$ cat src/gtb_pkg.sv
// Shared types and constants for the graph traversal core.
package gtb_pkg;

    localparam int NODE_W     = 4;   // node index width
    localparam int ROW_W      = 16;  // adjacency row width
    localparam int CNT_W      = 5;   // node_count register width
    localparam int REG_IDX_W  = 1;   // configuration register index width
    localparam int CFG_W      = 5;   // configuration write data width
    localparam int S_TDATA_W  = 24;  // row_index + row_bits, padded to bytes
    localparam int M_TDATA_W  = 8;   // visited_node, padded to bytes

    typedef enum logic {
        OP_LOAD = 1'b0,
        OP_RUN  = 1'b1
    } t_opcode;

    typedef enum logic {
        MODE_BFS = 1'b0,
        MODE_DFS = 1'b1
    } t_mode;

    typedef enum logic [REG_IDX_W-1:0] {
        REG_NODE_COUNT  = 1'b0,
        REG_SEARCH_MODE = 1'b1
    } t_reg_idx;

    localparam logic [CNT_W-1:0] NODE_COUNT_RST = 5'd16;

endpackage

$ cat src/gtb_stack.sv
// Work stack storage for depth-first traversal: one write port, one registered read port.
module gtb_stack #(
    parameter int DEPTH = 256
) (
    input  logic                              i_clk,
    input  logic                              i_wr_en,
    input  logic [$clog2(DEPTH)-1:0]          i_wr_addr,
    input  logic [gtb_pkg::NODE_W-1:0]        i_wr_data,
    input  logic                              i_rd_en,
    input  logic [$clog2(DEPTH)-1:0]          i_rd_addr,
    output logic [gtb_pkg::NODE_W-1:0]        o_rd_data
);

    logic [gtb_pkg::NODE_W-1:0] mem_stack [DEPTH];
    logic [gtb_pkg::NODE_W-1:0] r_rd_data;

    always_ff @(posedge i_clk) begin
        if (i_wr_en) begin
            mem_stack[i_wr_addr] <= i_wr_data;
        end
        if (i_rd_en) begin
            r_rd_data <= mem_stack[i_rd_addr];
        end
    end

    assign o_rd_data = r_rd_data;

endmodule

$ cat src/graph_traversal_bfs_dfs_core.sv
// Graph traversal core: a load request (tuser low) writes one 16-bit adjacency row. A run
// request (tuser high) walks the graph from node 0, breadth-first through a queue or
// depth-first through a stack, and streams out every visited node in order with tlast on the
// final one. The core takes no new request until the run has loaded its last node into the
// output register. One neighbor-test unit scans the current row one node per cycle; in
// depth-first mode a stack entry whose node was already visited is skipped, and output
// backpressure can stall the core while it emits a node or finishes a run.
// Visit marks are flip-flops cleared at the start of each run, so there is no clearing pass.
module graph_traversal_bfs_dfs_core #(
    parameter int MAX_NODES = 16
) (
    input  logic                                i_clk,
    input  logic                                i_rst_n,
    // request stream
    input  logic                                i_s_tvalid,
    output logic                                o_s_tready,
    input  logic [gtb_pkg::S_TDATA_W-1:0]       i_s_tdata,   // [3:0] row_index, [19:4] row_bits
    input  logic                                i_s_tuser,   // [0] opcode
    // result stream
    output logic                                o_m_tvalid,
    input  logic                                i_m_tready,
    output logic [gtb_pkg::M_TDATA_W-1:0]       o_m_tdata,   // [3:0] visited_node
    output logic                                o_m_tlast,
    // configuration
    input  logic                                i_cfg_we,
    input  logic [gtb_pkg::REG_IDX_W-1:0]       i_cfg_index,
    input  logic [gtb_pkg::CFG_W-1:0]           i_cfg_wdata
);

    localparam int CAP       = (MAX_NODES < gtb_pkg::ROW_W) ? MAX_NODES : gtb_pkg::ROW_W;
    localparam int IDX_W     = (CAP > 1) ? $clog2(CAP) : 1;
    localparam int QC_W      = $clog2(CAP + 1);
    localparam int STK_DEPTH = CAP * CAP;
    localparam int SA_W      = $clog2(STK_DEPTH);
    localparam int SP_W      = $clog2(STK_DEPTH + 1);
    localparam int NW        = gtb_pkg::NODE_W;

    typedef enum logic [2:0] {
        ST_IDLE,
        ST_POP,
        ST_POPW,
        ST_EMIT,
        ST_SCAN,
        ST_FINISH
    } t_state;

    t_state                     r_state;
    logic [gtb_pkg::CNT_W-1:0]  r_node_count;
    logic                       r_search_mode;
    logic [NW-1:0]              r_nlast;
    logic [CAP-1:0]             r_seen;
    logic [CAP-1:0]             r_done;
    logic [QC_W-1:0]            r_q_head;
    logic [QC_W-1:0]            r_q_tail;
    logic [SP_W-1:0]            r_sp;
    logic [NW-1:0]              r_j;
    logic [NW-1:0]              r_node;
    logic [NW-1:0]              r_pend;
    logic                       r_have_pend;
    logic                       r_m_valid;
    logic [NW-1:0]              r_m_node;
    logic                       r_m_last;
    logic [gtb_pkg::ROW_W-1:0]  r_row;
    logic [NW-1:0]              r_q_rd;

    logic [gtb_pkg::ROW_W-1:0]  mem_adj [gtb_pkg::ROW_W];
    logic [NW-1:0]              mem_q   [CAP];

    logic                       s_accept;
    logic                       run_start;
    logic                       load_wr;
    logic                       is_dfs;
    logic                       can_out;
    logic                       m_load;
    logic [NW-1:0]              nlast_eff;
    logic [NW-1:0]              n_node;
    logic [IDX_W-1:0]           mark_idx;
    logic                       n_take;
    logic                       scan_end;
    logic                       q_empty;
    logic                       q_re;
    logic                       q_we;
    logic [IDX_W-1:0]           q_wa;
    logic                       stk_we;
    logic                       stk_re;
    logic [SA_W-1:0]            stk_wa;
    logic [SP_W-1:0]            sp_dec;
    logic [NW-1:0]              stk_rd;

    assign o_s_tready = (r_state == ST_IDLE);
    assign s_accept   = i_s_tvalid && o_s_tready;
    assign run_start  = s_accept && (i_s_tuser == gtb_pkg::OP_RUN);
    assign load_wr    = s_accept && (i_s_tuser == gtb_pkg::OP_LOAD);
    assign is_dfs     = (r_search_mode == gtb_pkg::MODE_DFS);
    assign can_out    = !r_m_valid || i_m_tready;
    assign q_empty    = (r_q_head == r_q_tail);
    assign sp_dec     = r_sp - SP_W'(1);

    // Load the output register this cycle.
    assign m_load = can_out && (((r_state == ST_EMIT) && r_have_pend) || (r_state == ST_FINISH));

    // Clamp node_count to 1..CAP and keep the highest node index.
    always_comb begin
        if (r_node_count == '0) begin
            nlast_eff = '0;
        end else if (r_node_count > gtb_pkg::CNT_W'(CAP)) begin
            nlast_eff = NW'(CAP - 1);
        end else begin
            nlast_eff = NW'(r_node_count - gtb_pkg::CNT_W'(1));
        end
    end

    assign n_node   = is_dfs ? stk_rd : r_q_rd;
    assign mark_idx = (r_state == ST_SCAN) ? r_j[IDX_W-1:0] : n_node[IDX_W-1:0];

    // Neighbor test: edge present and target still eligible for this mode.
    assign n_take   = r_row[r_j] && (is_dfs ? !r_done[mark_idx] : !r_seen[mark_idx]);
    assign scan_end = is_dfs ? (r_j == '0) : (r_j == r_nlast);

    assign q_re  = (r_state == ST_POP) && !is_dfs && !q_empty;
    assign q_we  = (run_start && !is_dfs) || ((r_state == ST_SCAN) && !is_dfs && n_take);
    assign q_wa  = run_start ? '0 : r_q_tail[IDX_W-1:0];

    assign stk_re = (r_state == ST_POP) && is_dfs && (r_sp != '0);
    assign stk_we = (run_start && is_dfs) || ((r_state == ST_SCAN) && is_dfs && n_take);
    assign stk_wa = run_start ? '0 : r_sp[SA_W-1:0];

    gtb_stack #(
        .DEPTH (STK_DEPTH)
    ) u_stack (
        .i_clk     (i_clk),
        .i_wr_en   (stk_we),
        .i_wr_addr (stk_wa),
        .i_wr_data (run_start ? NW'(0) : r_j),
        .i_rd_en   (stk_re),
        .i_rd_addr (sp_dec[SA_W-1:0]),
        .o_rd_data (stk_rd)
    );

    always_ff @(posedge i_clk) begin
        if (load_wr) begin
            mem_adj[i_s_tdata[NW-1:0]] <= i_s_tdata[NW +: gtb_pkg::ROW_W];
        end
        if (r_state == ST_POPW) begin
            r_row <= mem_adj[n_node];
        end
    end

    always_ff @(posedge i_clk) begin
        if (q_we) begin
            mem_q[q_wa] <= run_start ? NW'(0) : r_j;
        end
        if (q_re) begin
            r_q_rd <= mem_q[r_q_head[IDX_W-1:0]];
        end
    end

    always_ff @(posedge i_clk) begin
        if (!i_rst_n) begin
            r_state       <= ST_IDLE;
            r_node_count  <= gtb_pkg::NODE_COUNT_RST;
            r_search_mode <= gtb_pkg::MODE_BFS;
            r_nlast       <= '0;
            r_seen        <= '0;
            r_done        <= '0;
            r_q_head      <= '0;
            r_q_tail      <= '0;
            r_sp          <= '0;
            r_j           <= '0;
            r_have_pend   <= 1'b0;
            r_m_valid     <= 1'b0;
        end else begin
            if (i_cfg_we) begin
                case (i_cfg_index)
                    gtb_pkg::REG_NODE_COUNT:  r_node_count  <= i_cfg_wdata;
                    gtb_pkg::REG_SEARCH_MODE: r_search_mode <= i_cfg_wdata[0];
                    default: ;
                endcase
            end

            if (r_m_valid && i_m_tready && !m_load) begin
                r_m_valid <= 1'b0;
            end

            case (r_state)
                ST_IDLE: begin
                    if (run_start) begin
                        r_nlast     <= nlast_eff;
                        r_seen      <= '0;
                        r_done      <= '0;
                        r_q_head    <= '0;
                        r_q_tail    <= QC_W'(1);
                        r_sp        <= SP_W'(1);
                        r_have_pend <= 1'b0;
                        r_state     <= ST_POP;
                    end
                end
                ST_POP: begin
                    if (is_dfs) begin
                        if (r_sp == '0) begin
                            r_state <= ST_FINISH;
                        end else begin
                            r_sp    <= sp_dec;
                            r_state <= ST_POPW;
                        end
                    end else begin
                        if (q_empty) begin
                            r_state <= ST_FINISH;
                        end else begin
                            r_q_head <= r_q_head + QC_W'(1);
                            r_state  <= ST_POPW;
                        end
                    end
                end
                ST_POPW: begin
                    // drop a stack entry whose node was already visited
                    if (is_dfs && r_done[mark_idx]) begin
                        r_state <= ST_POP;
                    end else begin
                        r_node             <= n_node;
                        r_done[mark_idx]   <= 1'b1;
                        r_seen[mark_idx]   <= 1'b1;
                        r_state            <= ST_EMIT;
                    end
                end
                ST_EMIT: begin
                    // hold each node until the next one is known, so tlast lands right
                    if (!r_have_pend || can_out) begin
                        if (r_have_pend) begin
                            r_m_valid <= 1'b1;
                            r_m_node  <= r_pend;
                            r_m_last  <= 1'b0;
                        end
                        r_pend      <= r_node;
                        r_have_pend <= 1'b1;
                        r_j         <= is_dfs ? r_nlast : '0;
                        r_state     <= ST_SCAN;
                    end
                end
                ST_SCAN: begin
                    if (n_take) begin
                        r_seen[mark_idx] <= 1'b1;
                        if (is_dfs) begin
                            r_sp <= r_sp + SP_W'(1);
                        end else begin
                            r_q_tail <= r_q_tail + QC_W'(1);
                        end
                    end
                    if (scan_end) begin
                        r_state <= ST_POP;
                    end else begin
                        r_j <= is_dfs ? (r_j - NW'(1)) : (r_j + NW'(1));
                    end
                end
                ST_FINISH: begin
                    if (can_out) begin
                        r_m_valid   <= 1'b1;
                        r_m_node    <= r_pend;
                        r_m_last    <= 1'b1;
                        r_have_pend <= 1'b0;
                        r_state     <= ST_IDLE;
                    end
                end
                default: begin
                    r_state <= ST_IDLE;
                end
            endcase
        end
    end

    assign o_m_tvalid = r_m_valid;
    assign o_m_tdata  = {{(gtb_pkg::M_TDATA_W - NW){1'b0}}, r_m_node};
    assign o_m_tlast  = r_m_last;

    a_idle_no_pend: assert property (@(posedge i_clk) disable iff (!i_rst_n)
        (r_state == ST_IDLE) |-> !r_have_pend)
        else $error("pending node left over after run");

    a_queue_order: assert property (@(posedge i_clk) disable iff (!i_rst_n)
        (r_q_head <= r_q_tail) && (r_q_tail <= QC_W'(CAP)))
        else $error("queue pointers out of order");

    a_stack_bound: assert property (@(posedge i_clk) disable iff (!i_rst_n)
        r_sp <= SP_W'(STK_DEPTH))
        else $error("stack pointer beyond depth");

    a_scan_range: assert property (@(posedge i_clk) disable iff (!i_rst_n)
        (r_state == ST_SCAN) |-> ((r_j <= r_nlast) && (r_node <= r_nlast)))
        else $error("scan index beyond node count");

    a_finish_last: assert property (@(posedge i_clk) disable iff (!i_rst_n)
        (r_state == ST_FINISH && can_out) |=> (r_state == ST_IDLE && o_m_tvalid && o_m_tlast))
        else $error("final node not flagged");

endmodule

$ cat config.mk
export PLATFORM = sky130hd
export DESIGN_NAME = graph_traversal_bfs_dfs_core
export DESIGN_NICKNAME = d
export VERILOG_FILES = /design/src/gtb_pkg.sv /design/src/gtb_stack.sv /design/src/graph_traversal_bfs_dfs_core.sv
export SDC_FILE = /design/constraint.sdc
export NUM_CORES = 2
export LEC_CHECK = 0
export ABC_AREA = 1
export BUFFER_PORTS_ARGS = -buffer_cell sky130_fd_sc_hd__buf_2
export CAP_MARGIN = 20
export CORE_AREA = 10 10 338 471
export DETAILED_ROUTE_END_ITERATION = 10
export DIE_AREA = 0 0 348 481
export GPL_ROUTABILITY_DRIVEN = 0
export PLACE_DENSITY = 0.56
export SYNTH_ARGS = -nofsm -noshare
export SYNTH_HDL_FRONTEND = slang
export SYNTH_SLANG_ARGS = --single-unit
$ cat constraint.sdc
create_clock -name i_clk -period 5.4 [get_ports i_clk]
set_clock_uncertainty 0.15 [all_clocks]
set_input_delay 1.08 -clock i_clk [delete_from_list [all_inputs] [get_ports i_clk]]
set_output_delay 1.08 -clock i_clk [all_outputs]
set_load 0.1 [all_outputs]
==> flow_metrics.py <==
metrics = {
    "global_routing": {
        "grt.total_usage_pct": 18.8,
        "antenna_found_initial": 4,
        "grt_pass1_wl_mm": 241,
        "grt_pass1_vias": 38900,
        "grt_max_degree": 204,
        "gr-total-overflow": 0,
    },
    "logic_synthesis": {
        "synth_top_area_share_pct": 69.5,
        "synth_ff_type": "edfxtp_1",
        "ys_seq_elements": 1451,
        "seq_area_frac_synth_pct": 71.8,
        "synthCells": 5052,
        "yosys.area.top_type": "edfxtp_1",
        "ys_warn_count": 0,
        "synthArstFlopShare_pct": 0,
        "synth-edff-count": 1381,
        "ys_types": 38,
        "avgSynthCellArea_um2": 11.8,
        "synth.area.top_cells": "edfxtp_1 69%, nor2_1 7.5%, o21ai_0 6.7%, o221ai_1 2.4%, dfxtp_1 2.3%",
        "synth_area_um2": 59700,
    },
    "floorplan": {
        "die_area_um2": 167000,
        "num_rows": 169,
        "initial_utilization_pct": 39.6,
        "dieWidth_um": 348,
        "core-area_um2": 151000,
        "die_h_um": 481,
        "num_io_pins": 47,
    },
    "cts": {
        "cts_max_level": 4,
        "cts_root_buffer": "clkbuf_16",
        "postCtsHoldBufs": 0,
        "clk_path_buf_depth": 3,
        "clk_latency_ns": 0.78,
        "path_clk_slew_ns": 0.06,
        "cts_resized": 0,
        "cts_sinks": 1451,
        "cts_setup_buffers": 0,
        "tritoncts": "yes",
        "cts_buffers": 142,
    },
    "critical_path": {
        "crit_slowest_cell": "nand2_2",
        "path_buf_inv": 2,
        "rr_worst_depth": 17,
        "critPathKind": "reg2reg",
        "max_stage_delay_ns": 0.57,
        "r2r_end": "u_stack.mem_stack[183][2]",
        "r2r_slack_ns": 0.85,
        "required_ns": 5.66,
        "path_cells": "buf_4 > nand2_1 > nand2_4 > nand2_1 > nand2_1 > nand2_1 > nand2_1 > nand2_1 > nand2_1 > nand2_1 > nand2_1 > o21ai_1 > nand3_1 > o22ai_2 > buf_4 > nand2_2 > nor2_1",
        "cp_top_family": "simple AND/OR/NAND/NOR gates",
        "cp.arrival_ns": 4.81,
        "r2r-start": "is_dfs",
        "crit_fanout": 19,
        "end_kind": "register",
        "crit_top_cell": "nand2_1",
        "startpoint_type": "register",
    },
    "route": {
        "wire_per_inst_um": 22.9,
        "drt_iter0_drc": 3028,
        "detail-route-antenna-nets": 0,
        "wl_mm": 161,
        "firstDrtPassIters": 5,
        "via_per_inst": 5.57,
        "route.detailed.drc": 0,
        "vias": 39300,
    },
    "sta": {
        "max_freq_mhz": 220,
        "max_slew_margin_pct": 30.5,
        "setup_viol": 0,
        "finalMaxSlewViolations": 0,
        "tns_ns": 0,
        "period_needed_ns": 4.55,
        "whs_ns": 0.283,
        "tightest_slew_ns": 1.04,
        "finalHoldViolations": 0,
        "finalCritPeriodShare_pct": 84.3,
        "rsz0062_at_grt": "no",
    },
    "min_path": {
        "min_path_type": "reg2reg",
        "hold-path-endpoint": "r_pend[1]",
        "hold_path.startpoint": "r_node[1]",
        "hold_depth": 0,
    },
    "cells_and_area": {
        "antenna_cells": 0,
        "fin_nets": 5039,
        "areaGrowthSynthToFinish_pct": 11.5,
        "final_common_cell": "edfxtp_1",
        "seq_area_um2": 42900,
        "drive_above_1_share_pct": 7.49,
        "mostFrequentLayoutCells": "1,381 x edfxtp_1, 1,180 x nor2_1, 798 x o21ai_0",
        "filler_cell_count": 13900,
        "multi_input_area_um2": 14900,
    },
    "power": {
        "peakVddDrop_v": 0.000922,
        "p_leak_nw": 22.0,
        "pwr_density_cell_nw_per_um2": 540,
    },
    "placement": {
        "hpwl_mm": 94.4,
        "io_buffers": 38,
    },
    "status": {
        "status": "finished, final reports clean",
    },
    "flow_run": {
        "cap_violations": 0,
    },
}
## cell families after synthesis
| group | Yosys count | synth area share (%) |
|---|---|---|
| xor+xnor | 16 | 0.235 |
| other cells | 1 | 0.00628 |
| simple gates | 1785 | 11.9 |
| mux | 6 | 0.101 |
| buf+inv | 542 | 3.53 |
| compound gates | 1242 | 12.2 |
| fa+ha+maj | 9 | 0.201 |
| flops | 1451 | 71.8 |
## synth_stat cells, types with 2 or more instances
cell type / instances
a31oi_1: 3
or2_2: 3
ha_1: 8
inv_2: 3
o21ai_1: 6
mux2i_1: 6
nor2_1: 1199
buf_1: 20
nor3_1: 32
nand4_1: 37
clkbuf_1: 290
buf_2: 32
o22ai_1: 129
o211ai_1: 69
clkinv_1: 6
a21oi_1: 44
o21ai_0: 798
xor2_1: 8
nand2_1: 321
o221ai_1: 165
a32oi_1: 2
buf_4: 7
nand3_1: 186
inv_1: 183
edfxtp_1: 1381
o32ai_1: 23
dfxtp_1: 70
xnor2_1: 8
nand2_2: 4
## power breakdown
part / internal, mW / total [mW] / switching [mW]
Combinational: 3.64 / 13.3 / 9.67
Clock: 5.38 / 9.53 / 4.15
Sequential: 12.9 / 13.1 / 0.234
## per-stage QoR
stage	power (mW)	instances	cell area [um^2]	setup slack, ns	utilization, %
floorplan	21.8	5055	59700	0.164	-
global placement	26.5	6813	62100	0.850	41.3
detailed placement	26.6	6816	62200	0.835	41.3
CTS	36.1	7065	66600	0.814	44.2
global route	37.8	7065	66600	0.601	44.2
finish	35.9	7065	66600	0.849	44.2
## worst max-delay path by stage
stage / from / end / slack [ns] / depth (start not counted)
floorplan: r_state[0] / mem_q[0][0] / 0.16 / 8
global placement: is_dfs / u_stack.mem_stack[183][2] / 0.85 / 17
detailed placement: is_dfs / u_stack.mem_stack[183][3] / 0.84 / 17
CTS: is_dfs / u_stack.mem_stack[183][2] / 0.81 / 17
global route: is_dfs / u_stack.mem_stack[183][2] / 0.60 / 17
finish: is_dfs / u_stack.mem_stack[183][2] / 0.85 / 17
## state kept, by name (all words and copies together) (netlist names), 3 cells and up
register,cells
mem_adj,256
mem_q,64
r_done,16
r_j,4
r_m_node,4
r_nlast,4
r_node,4
r_node_count,5
r_pend,4
r_q_head,5
r_q_rd,4
r_q_tail,5
r_row,16
r_seen,16
r_sp,9
r_state,3
u_stack.mem_stack,1024
u_stack.o_rd_data,4
## layout make-up
cell class,instances,share of cell area (%)
flip-flops and latches,1451,64.4
clock buffers,187,5.77
repair buffers,145,1.88
inverters,192,1.13
clock inverters,62,0.805
well taps,1966,3.70
multi-input cells,3062,22.3
## routing by layer
metal / part of all wire (%) / vias to the layer above / track usage (%)
li1: - / 18200 / -
met5: 0.030 / - / 0
met4: 3.8 / 8 / 7.53
met1: 40 / 19600 / 22.6
met2: 51 / 1219 / 33.5
met3: 5.1 / 318 / 2.89
Power figures use the tool's default switching activity.
